--- config.mk ---
export PLATFORM = sky130hd
export DESIGN_NAME = dmc_mod_unit
export DESIGN_NICKNAME = d
export VERILOG_FILES = /design/src/hw/rtl/dmc_mod_unit.sv
export SDC_FILE = /design/constraint.sdc
export NUM_CORES = 1
export LEC_CHECK = 0
export ABC_AREA = 1
export BUFFER_PORTS_ARGS = -buffer_cell sky130_fd_sc_hd__clkbuf_2
export CORE_MARGIN = 4
export CORE_UTILIZATION = 40
export CTS_CLUSTER_DIAMETER = 40
export DETAILED_ROUTE_END_ITERATION = 7
export HOLD_SLACK_MARGIN = 0.02
export PLACE_DENSITY = 0.67
export SLEW_MARGIN = 40
export SYNTH_ARGS = -nofsm -noshare
export SYNTH_HDL_FRONTEND = slang
export SYNTH_SLANG_ARGS = --single-unit
--- constraint.sdc ---
create_clock -name clk -period 3.4 [get_ports clk]
set_clock_uncertainty 0.1 [all_clocks]
set_input_delay 0.34 -clock clk [delete_from_list [all_inputs] [get_ports clk]]
set_output_delay 0.34 -clock clk [all_outputs]
set_load 0.01 [all_outputs]
--- src/hw/rtl/dmc_mod_unit.sv ---
// dmc_mod_unit: bit-serial restoring remainder, one dividend bit per cycle.
// Standalone; used by direct_mapped_cache_hit_check for the line index.
module dmc_mod_unit #(
  parameter int DVD_W = 32,
  parameter int DIV_W = 11,
  parameter int REM_W = 10
) (
  input  logic             clk,
  input  logic             rst_n,
  input  logic             start,
  input  logic [DVD_W-1:0] dividend,
  input  logic [DIV_W-1:0] divisor,   // nonzero
  output logic             done,      // one-cycle pulse, rem valid from here on
  output logic [REM_W-1:0] rem
);

  localparam int CNT_BITS = $clog2(DVD_W + 1);

  logic                busy_r,  busy_nxt;
  logic                done_r,  done_nxt;
  logic [CNT_BITS-1:0] cnt_r,   cnt_nxt;
  logic [DVD_W-1:0]    dvd_r,   dvd_nxt;
  logic [DIV_W-1:0]    div_r,   div_nxt;
  logic [DIV_W-1:0]    rem_r,   rem_nxt;

  logic [DIV_W:0] trial;
  logic [DIV_W:0] diff;
  logic [DIV_W:0] div_ext;

  assign div_ext = {1'b0, div_r};
  assign trial   = {rem_r, dvd_r[DVD_W-1]};
  assign diff    = trial - div_ext;

  always_comb begin
    busy_nxt = busy_r;
    done_nxt = 1'b0;
    cnt_nxt  = cnt_r;
    dvd_nxt  = dvd_r;
    div_nxt  = div_r;
    rem_nxt  = rem_r;
    if (start) begin
      busy_nxt = 1'b1;
      cnt_nxt  = CNT_BITS'(DVD_W);
      dvd_nxt  = dividend;
      div_nxt  = divisor;
      rem_nxt  = '0;
    end else if (busy_r) begin
      // remainder stays below the divisor, so the low bits hold it
      rem_nxt = (trial >= div_ext) ? diff[DIV_W-1:0] : trial[DIV_W-1:0];
      dvd_nxt = dvd_r << 1;
      cnt_nxt = cnt_r - 1'b1;
      if (cnt_r == CNT_BITS'(1)) begin
        busy_nxt = 1'b0;
        done_nxt = 1'b1;
      end
    end
  end

  always_ff @(posedge clk) begin
    if (!rst_n) begin
      busy_r <= 1'b0;
      done_r <= 1'b0;
      cnt_r  <= '0;
    end else begin
      busy_r <= busy_nxt;
      done_r <= done_nxt;
      cnt_r  <= cnt_nxt;
    end
  end

  always_ff @(posedge clk) begin
    dvd_r <= dvd_nxt;
    div_r <= div_nxt;
    rem_r <= rem_nxt;
  end

  assign done = done_r;
  assign rem  = rem_r[REM_W-1:0];

endmodule

==> out/qor.log, run 1 <==
qor: cts.post_cts_buffers 0
qor: timing.worst_pin_slew 0.730 ns
qor: routing.routed_wire_length_per_instance 12.2 um
qor: floorplan.core 8260 um2
qor: cts.max-clock-path-buffers 2
qor: cts.cts.clk_slew.worst_paths 0.06 ns
qor: power.power_density 440 nW/um2
qor: routing.routed_via_density 4.67
qor: power.clockPowerShare 0.347
qor: global_routing.antenna_found_initial 0
qor: timing.grt_setup_unrepaired no
qor: global_routing.grt.met2_usage 0.235
qor: cts.h-tree-depth 3
qor: worst_setup_path.cp_data_required_time 3.50 ns
qor: floorplan.initial_utilization 0.412
qor: power.switching_share 0.244
qor: timing.slew-limit-headroom 0.512
qor: logic_synthesis.syn_nets 481
qor: power.vdd_ir_drop_max 220 uV
qor: placement.place_congestion 0.914
qor: layout.syn_to_final_growth 13.6%
qor: global_routing.groute.layer.met3.usage 0.0486
qor: layout.mostFrequentLayoutCell sky130_fd_sc_hd__nand2_1
qor: cts.cts_buffers 9
qor: power.power_leakage 1.98 nW
qor: layout.design.final.nets 528
qor: global_routing.first_global_vias 2643
qor: worst_setup_path.crit_fanout 12
qor: logic_synthesis.register_bit_count_reported_by_yosys 62
qor: timing.finalCritPeriodShare 0.664
qor: layout.n_fill_cell 867
qor: worst_setup_path.arrival 2.35 ns
qor: routing.aggregate_routed_wire_length 7.05 mm
qor: floorplan.rows 33
qor: logic_synthesis.synth_sequential_area_ratio 0.491
qor: routing.drt_iter0_drc 87
qor: timing.period_minus_slack 2.26 ns
qor: logic_synthesis.synth.yosys.warnings 0
qor: min_path.timing.hold.worst.class input port to register
qor: worst_setup_path.critPathKind register to register
qor: timing.maxClockFrequency 443 MHz
qor: routing.count_of_vias_placed_by_the_detailed_router 2695
qor: layout.regArea 1670 um2
qor: global_routing.grt-busiest-layer met2
qor: cts.worstSkewPairLatency 0.33 ns
qor: layout.final_cell_area 3860 um2
qor: timing.slew_violations 0
qor: power.intPower 1.29 mW
qor: timing.setup_total_negative_slack 0 ns
qor: placement.cell_area_reported_after_detailed_placement 3690 um2
qor: power.pwr-share-seq 0.528
qor: layout.layout.cells.most_common_list 169 x sky130_fd_sc_hd__nand2_1, 59 x sky130_fd_sc_hd__inv_1, 56 x sky130_fd_sc_hd__clkbuf_2, 43 x sky130_fd_sc_hd__edfxtp_1, 23 x sky130_fd_sc_hd__nand3_1
qor: worst_setup_path.worstSetupEndpointType register
qor: cts.clock_tree_from_tritoncts yes
qor: logic_synthesis.netlist_instances 421
qor: layout.antennaDiodeCount 0
qor: cts.post_cts_resized 0
qor: placement.io_buffers 56
qor: logic_synthesis.mappedNetlistArea 3400 um2
qor: logic_synthesis.synthDistinctLibCells 28
qor: global_routing.globalRouteTotalUtil 0.151
qor: timing.finalHoldViolations 0
qor: power.netSwitchingPower 0.414 mW
qor: cts.clock-root-buffer sky130_fd_sc_hd__clkbuf_8
qor: routing.post-route-drc-count 0
qor: logic_synthesis.synth_area_per_cell 8.08 um2
qor: floorplan.design.die.area 10000 um2
qor: placement.dp_hpwl 5.19 mm
qor: job.timing.max_cap.violations 0
qor: worst_setup_path.crit_path_start_kind register
qor: status.status finished, final reports clean
qor: floorplan.fp.dieW 100 um
qor: routing.detail_route.first_pass.iterations 4
qor: routing.antenna_left 0
qor: cts.clkSinkCount 62
qor: timing.timing.final.setup_violations 0
qor: global_routing.gr-total-overflow 0
qor: power.comb_power_share 0.125
qor: layout.multiInputGateArea 1350 um2
qor: floorplan.boundaryPins 57
qor: global_routing.grt_max_degree 39
qor: global_routing.grt_pass1_wl 12.1 mm
qor: cts.cts-hold-fix-buffers 0
qor: global_routing.gr-usage-met1 0.196
qor: floorplan.chipHeight 100 um
qor: layout.drive_gt1_frac 0.195
## registers in the layout, summed over array words and instances, names as in the netlist
name    flops
busy_r      1
cnt_r       6
done        1
div_r      11
rem_r      11
dvd_r      32
## per-layer routing
| layer | vias up | wire length (um) | share of wire |
|---|---|---|---|
| li1 | 1416 | - | - |
| met1 | 1198 | 3300 | 0.47 |
| met2 | 75 | 3230 | 0.46 |
| met3 | 6 | 423 | 0.060 |
| met4 | 0 | 94 | 0.013 |
| met5 | - | 0 | 0 |
## area by class of cell
type | count | area share
Sequential cell | 62 | 0.433
Multi-Input combinational cell | 275 | 0.350
Timing Repair Buffer | 59 | 0.0783
Inverter | 61 | 0.0592
Tap cell | 105 | 0.0340
Clock buffer | 10 | 0.0330
Clock inverter | 5 | 0.0133
## metrics by stage
stage | total power, mW | worst slack (ns) | hold slack [ns] | util | cells
6_report | 1.70 | 1.14 | 0.0867 | 0.468 | 577
5_1_grt | 1.80 | 0.911 | 0.0605 | 0.468 | 577
4_1_cts | 1.73 | 1.13 | 0.0625 | 0.468 | 577
3_5_place_dp | 1.13 | 1.15 | 0.361 | 0.446 | 562
3_3_place_gp | 1.12 | 1.19 | 0.361 | 0.446 | 562
2_1_floorplan | 1.06 | 1.45 | 0.338 | - | 421
## Yosys cell counts
cell type | number | area [um2]
sky130_fd_sc_hd__or2_2 | 2 | 12.5
sky130_fd_sc_hd__nand3_1 | 23 | 115
sky130_fd_sc_hd__clkbuf_1 | 6 | 22.5
sky130_fd_sc_hd__buf_4 | 12 | 90.1
sky130_fd_sc_hd__nor2_2 | 1 | 6.26
sky130_fd_sc_hd__o21ai_1 | 4 | 20.0
sky130_fd_sc_hd__or2_0 | 1 | 6.26
sky130_fd_sc_hd__o21ai_0 | 2 | 10.0
sky130_fd_sc_hd__edfxtp_1 | 43 | 1290
sky130_fd_sc_hd__nor2_1 | 16 | 60.1
sky130_fd_sc_hd__a21oi_1 | 5 | 25.0
sky130_fd_sc_hd__nand4_1 | 14 | 87.6
sky130_fd_sc_hd__ha_1 | 13 | 163
sky130_fd_sc_hd__a21oi_2 | 1 | 8.76
sky130_fd_sc_hd__buf_6 | 2 | 22.5
sky130_fd_sc_hd__nor4_1 | 1 | 6.26
sky130_fd_sc_hd__o311a_1 | 1 | 10.0
sky130_fd_sc_hd__inv_1 | 59 | 221
sky130_fd_sc_hd__buf_2 | 3 | 15.0
sky130_fd_sc_hd__nand2_1 | 169 | 634
sky130_fd_sc_hd__fa_1 | 1 | 20.0
sky130_fd_sc_hd__nand2_2 | 7 | 43.8
sky130_fd_sc_hd__nand3_2 | 7 | 70.1
sky130_fd_sc_hd__nor3_1 | 2 | 10.0
sky130_fd_sc_hd__a211oi_1 | 1 | 7.51
sky130_fd_sc_hd__inv_2 | 2 | 7.51
sky130_fd_sc_hd__xor2_1 | 4 | 35.0
sky130_fd_sc_hd__dfxtp_1 | 19 | 380
## critical path, cell delays in order (launching register included)
cell and delay [ns]:
sky130_fd_sc_hd__edfxtp_1 0.38, sky130_fd_sc_hd__ha_1 0.22, sky130_fd_sc_hd__fa_1 0.40, sky130_fd_sc_hd__inv_1 0.12, sky130_fd_sc_hd__nand2_2 0.06, sky130_fd_sc_hd__nand2_2 0.07, sky130_fd_sc_hd__nand2_2 0.05, sky130_fd_sc_hd__nand2_1 0.07
sky130_fd_sc_hd__nand2_2 0.16, sky130_fd_sc_hd__nand3_2 0.26, sky130_fd_sc_hd__nand2_1 0.09, sky130_fd_sc_hd__nand3_1 0.07, sky130_fd_sc_hd__o21ai_0 0.08
## cell families (layout without fill, tap and decap cells)
kind of cell               Yosys count  in the layout  synth area share
AOI/OAI and AO/OA                   14             14            0.0239
xor gates and xnor gates             4              4            0.0103
adders and majority gates           14             14            0.0537
buffers and inverters               84            135             0.111
DFF                                 62             62             0.491
and+or+nand+nor                    243            243             0.309
## power by group through the flow
stage,Combinational (mW),Clock (mW),Sequential [mW]
2_1_floorplan,0.149,0,0.907
3_3_place_gp,0.211,0,0.912
3_5_place_dp,0.212,0,0.913
4_1_cts,0.214,0.617,0.898
5_1_grt,0.245,0.656,0.903
6_report,0.212,0.590,0.897
## path summary, 6_finish.rpt
path / slack, ns / cells after the start / start / to
setup / recovery: 1.14 / 12 / div_r[0]$_DFFE_PP_ / rem_r[0]$_SDFFE_PP0P_
hold / removal: 0.09 / 1 / divisor[7] / div_r[7]$_DFFE_PP_
setup reg to reg: 1.14 / 12 / div_r[0]$_DFFE_PP_ / rem_r[0]$_SDFFE_PP0P_
hold reg to reg: 0.37 / 2 / cnt_r[3]$_SDFFE_PP0P_ / cnt_r[3]$_SDFFE_PP0P_
Note: power is estimated with default switching activity, not from simulation.
==> run 2, diff against run 1 <==
- ABC_AREA: 1 -> 0
- PLACE_DENSITY: 0.67 -> 0.68
- clock period: 3.4 -> 2.12 ns (I/O delays scaled with it)
==> out/qor.log, run 2 <==
qor: timing.finalHoldViolations 0 [unchanged]
qor: floorplan.design.die.area 9350 um2 [was 10000 um2]
qor: layout.drive_gt1_frac 0.478 [was 0.195]
qor: worst_setup_path.ordered_list_of_cells_on_the_worst_path ha_4 > fa_2 > nand2b_4 > a21oi_2 > o2111a_1 > or2_4 > mux2_4 > a211oi_2 [was ha_1 > fa_1 > inv_1 > nand2_2 > nand2_2 > nand2_2 > nand2_1 > nand2_2 > nand3_2 > nand2_1 > nand3_1 > o21ai_0]
qor: timing.finalCritPeriodShare 1.09 [was 0.664]
qor: floorplan.rows 32 [was 33]
qor: timing.timing.final.setup_violations 11 [was 0]
qor: layout.n_fill_cell 696 [was 867]
qor: timing.setup_total_negative_slack -1.52 ns [was 0 ns]
qor: placement.place_congestion 0.816 [was 0.914]
qor: logic_synthesis.synth_sequential_area_ratio 0.531 [was 0.491]
qor: routing.drt_iter0_drc 97 [was 87]
qor: global_routing.antenna_found_initial 0 [unchanged]
qor: layout.syn_to_final_growth 34.3% [was 13.6%]
qor: cts.clock-root-buffer sky130_fd_sc_hd__clkbuf_8 [unchanged]
qor: placement.io_buffers 56 [unchanged]
qor: layout.antennaDiodeCount 0 [unchanged]
qor: logic_synthesis.synth_commonest_cells 43 x sky130_fd_sc_hd__edfxtp_1, 31 x sky130_fd_sc_hd__mux2_2, 19 x sky130_fd_sc_hd__dfxtp_1 [was 169 x sky130_fd_sc_hd__nand2_1, 59 x sky130_fd_sc_hd__inv_1, 43 x sky130_fd_sc_hd__edfxtp_1]
qor: layout.top_flop_regs dvd_r x32, div_r x11, rem_r x11 [unchanged]
qor: worst_setup_path.critical_path.top_delay_family compound AO/OA/AOI/OAI gates [was simple AND/OR/NAND/NOR gates]
qor: global_routing.globalRouteTotalUtil 0.148 [was 0.151]
qor: power.vdd_ir_drop_max 351 uV [was 220 uV]
qor: routing.antenna_left 0 [unchanged]
qor: floorplan.core 7690 um2 [was 8260 um2]
qor: global_routing.grt_pass1_wl 11.4 mm [was 12.1 mm]
qor: status.status complete, but fails checks [was finished, final reports clean]
qor: worst_setup_path.cp_data_required_time 2.28 ns [was 3.50 ns]
qor: timing.grt_setup_unrepaired yes [was no]
qor: logic_synthesis.synth_edf_count 43 [unchanged]
qor: global_routing.grt_max_degree 33 [was 39]
qor: cts.worstSkewPairLatency 0.33 ns [about the same]
qor: logic_synthesis.mappedNetlistArea 3150 um2 [was 3400 um2]
qor: worst_setup_path.critPathKind register to register [unchanged]
qor: cts.clock_tree_from_tritoncts yes [unchanged]
qor: layout.multiInputGateArea 1450 um2 [was 1350 um2]
qor: worst_setup_path.cp_slowest_stage_delay 0.42 ns [was 0.40 ns]
qor: global_routing.gr-total-overflow 0 [unchanged]
qor: cts.cts_buffers 9 [unchanged]
qor: routing.detail_route.first_pass.iterations 4 [unchanged]
qor: worst_setup_path.crit_path_start_kind register [unchanged]
qor: layout.mostFrequentLayoutCell sky130_fd_sc_hd__clkbuf_2 [was sky130_fd_sc_hd__nand2_1]
qor: worst_setup_path.arrival 2.48 ns [was 2.35 ns]
qor: layout.final_cell_area 4230 um2 [was 3860 um2]
qor: cts.cts.clk_slew.worst_paths 0.07 ns [was 0.06 ns]
qor: logic_synthesis.syn_nets 319 [was 481]
qor: cts.max-clock-path-buffers 2 [unchanged]
qor: power.power_leakage 1.80 nW [was 1.98 nW]
qor: global_routing.gr-usage-met1 0.172 [was 0.196]
qor: logic_synthesis.synthDominantCellAreaShare 0.411 [was 0.380]
qor: cts.clkSinkCount 62 [unchanged]
qor: status.failed_checks setup timing
qor: floorplan.initial_utilization 0.409 [was 0.412]
qor: floorplan.chipHeight 96.7 um [was 100 um]
qor: routing.post-route-drc-count 0 [unchanged]
qor: power.p_total 3.18 mW [was 1.70 mW]
qor: cts.h-tree-depth 3 [unchanged]
qor: routing.count_of_vias_placed_by_the_detailed_router 2350 [was 2695]
qor: timing.final_hold_slack 0.0750 ns [was 0.0867 ns]
qor: worst_setup_path.worstPathBufferInverterCount 0 [was 1]
qor: worst_setup_path.crit_fanout 5 [was 12]
qor: logic_synthesis.synthDistinctLibCells 48 [was 28]
qor: timing.worst_pin_slew 0.775 ns [was 0.730 ns]
qor: floorplan.fp.dieW 96.7 um [was 100 um]
qor: timing.period_minus_slack 2.32 ns [was 2.26 ns]
qor: layout.registers.top_by_ff_count dvd_r [unchanged]
qor: routing.aggregate_routed_wire_length 6.63 mm [was 7.05 mm]
qor: logic_synthesis.synth_top_area_cell sky130_fd_sc_hd__edfxtp_1 [unchanged]
qor: worst_setup_path.worstSetupEndpointType register [unchanged]
qor: global_routing.grt.met2_usage 0.251 [was 0.235]
qor: floorplan.boundaryPins 57 [unchanged]
qor: logic_synthesis.synth_area_per_cell 12.1 um2 [was 8.08 um2]
qor: placement.dp_hpwl 4.69 mm [was 5.19 mm]
qor: timing.slew_violations 0 [unchanged]
qor: logic_synthesis.yosys_most_used_dff sky130_fd_sc_hd__edfxtp_1 [unchanged]
qor: routing.routed_wire_length_per_instance 14.0 um [was 12.2 um]
qor: job.timing.max_cap.violations 0 [unchanged]
qor: placement.cell_area_reported_after_detailed_placement 3790 um2 [was 3690 um2]
qor: logic_synthesis.synth_most_common_cell sky130_fd_sc_hd__edfxtp_1 [was sky130_fd_sc_hd__nand2_1]
qor: power.power_density 752 nW/um2 [was 440 nW/um2]
qor: global_routing.first_global_vias 2478 [was 2643]
qor: layout.max_ffs_per_register 32 [unchanged]
qor: logic_synthesis.ys_async_sr_fraction 0 [unchanged]
qor: timing.slew-limit-headroom 0.483 [was 0.512]
qor: timing.maxClockFrequency 432 MHz [was 443 MHz]
qor: logic_synthesis.register_bit_count_reported_by_yosys 62 [unchanged]
qor: logic_synthesis.synth.yosys.warnings 0 [unchanged]
qor: timing.finalWorstSetupSlack -0.196 ns [was 1.14 ns]
qor: layout.regArea 1670 um2 [unchanged]
qor: logic_synthesis.netlist_top_cells_area sky130_fd_sc_hd__edfxtp_1 41%, sky130_fd_sc_hd__dfxtp_1 12%, sky130_fd_sc_hd__mux2_2 11%, sky130_fd_sc_hd__ha_1 5.2%, sky130_fd_sc_hd__buf_4 2.6% [was sky130_fd_sc_hd__edfxtp_1 38%, sky130_fd_sc_hd__nand2_1 19%, sky130_fd_sc_hd__dfxtp_1 11%, sky130_fd_sc_hd__inv_1 6.5%, sky130_fd_sc_hd__ha_1 4.8%]
qor: min_path.timing.hold.worst.class input port to register [unchanged]
qor: worst_setup_path.cell_at_the_slowest_stage_of_the_critical_path sky130_fd_sc_hd__edfxtp_1 [was sky130_fd_sc_hd__fa_1]
qor: global_routing.grt-busiest-layer met2 [unchanged]
qor: placement.pre_cts_slack -0.165 ns [was 1.15 ns]
qor: logic_synthesis.netlist_instances 259 [was 421]
qor: layout.design.final.nets 425 [was 528]
qor: routing.routed_via_density 4.98 [was 4.67]
qor: layout.layout.cells.most_common_list 56 x sky130_fd_sc_hd__clkbuf_2, 43 x sky130_fd_sc_hd__edfxtp_1, 40 x sky130_fd_sc_hd__buf_4, 31 x sky130_fd_sc_hd__mux2_2, 19 x sky130_fd_sc_hd__dfxtp_1 [was 169 x sky130_fd_sc_hd__nand2_1, 59 x sky130_fd_sc_hd__inv_1, 56 x sky130_fd_sc_hd__clkbuf_2, 43 x sky130_fd_sc_hd__edfxtp_1, 23 x sky130_fd_sc_hd__nand3_1]
qor: global_routing.groute.layer.met3.usage 0.0591 [was 0.0486]
## run 2: worst register-to-register path, cell delays in order, from the launching register on
cell and delay [ns]:
sky130_fd_sc_hd__edfxtp_1 0.42, sky130_fd_sc_hd__ha_4 0.18, sky130_fd_sc_hd__fa_2 0.34, sky130_fd_sc_hd__nand2b_4 0.15
sky130_fd_sc_hd__a21oi_2 0.15, sky130_fd_sc_hd__o2111a_1 0.23, sky130_fd_sc_hd__or2_4 0.19, sky130_fd_sc_hd__mux2_4 0.31
sky130_fd_sc_hd__a211oi_2 0.19
## run 2: area by class of cell
type                       count  area share
multi-input combinational    165       0.343
sequential                    62       0.396
clock buffer                   9      0.0293
timing repair buffer         112       0.176
inverter                      15      0.0133
clock inverter                 7      0.0115
tap                          102      0.0302
## run 2: per-stage QoR
stage / std cells / util
after floorplan: 259 / -
after global placement: 437 / 0.493
after detailed placement: 437 / 0.493
after CTS: 469 / 0.539
after global routing: 472 / 0.550
final: 472 / 0.550
## run 2: where the power goes
| part | switching [mW] | internal (mW) | leakage [nW] |
|---|---|---|---|
| clock network | 0.481 | 0.425 | 0.0894 |
| registers | 0.0489 | 1.42 | 0.586 |
| logic | 0.362 | 0.435 | 1.12 |
## run 2: kinds of logic after synthesis
kind of cell               synth area share
AOI/OAI and AO/OA                    0.0919
xor gates and xnor gates             0.0306
adders and majority gates            0.0581
buffers and inverters                0.0525
DFF                                   0.531
muxes                                 0.135
and+or+nand+nor                       0.101
## run 2: routing by layer
| metal | routed length, um | part of all wire |
|---|---|---|
| met5 | 0 | 0 |
| met4 | 44 | 0.0066 |
| met1 | 2900 | 0.44 |
| met2 | 3240 | 0.49 |
| met3 | 444 | 0.067 |
## run 2: worst paths after layout
| kind | startpoint | endpoint | cells after the start | slack (ns) |
|---|---|---|---|---|
| max | div_r[0]$_DFFE_PP_ | rem_r[0]$_SDFFE_PP0P_ | 8 | -0.20 |
| min | dividend[0] | dvd_r[0]$_SDFFCE_PN0P_ | 2 | 0.08 |
| max reg2reg | div_r[0]$_DFFE_PP_ | rem_r[0]$_SDFFE_PP0P_ | 8 | -0.20 |
| min reg2reg | cnt_r[0]$_SDFFE_PP0P_ | cnt_r[0]$_SDFFE_PP0P_ | 2 | 0.39 |
## run 2: repair_timing
action / in CTS / in global routing
hold endpoints to repair: 13 / 0
hold buffers: 12 / 0
gates cloned: 1 / 0
pin swaps: 9 / 6
setup endpoints to repair: 11 / 11
buffers inserted: 3 / 3
gates resized for setup: 8 / 14
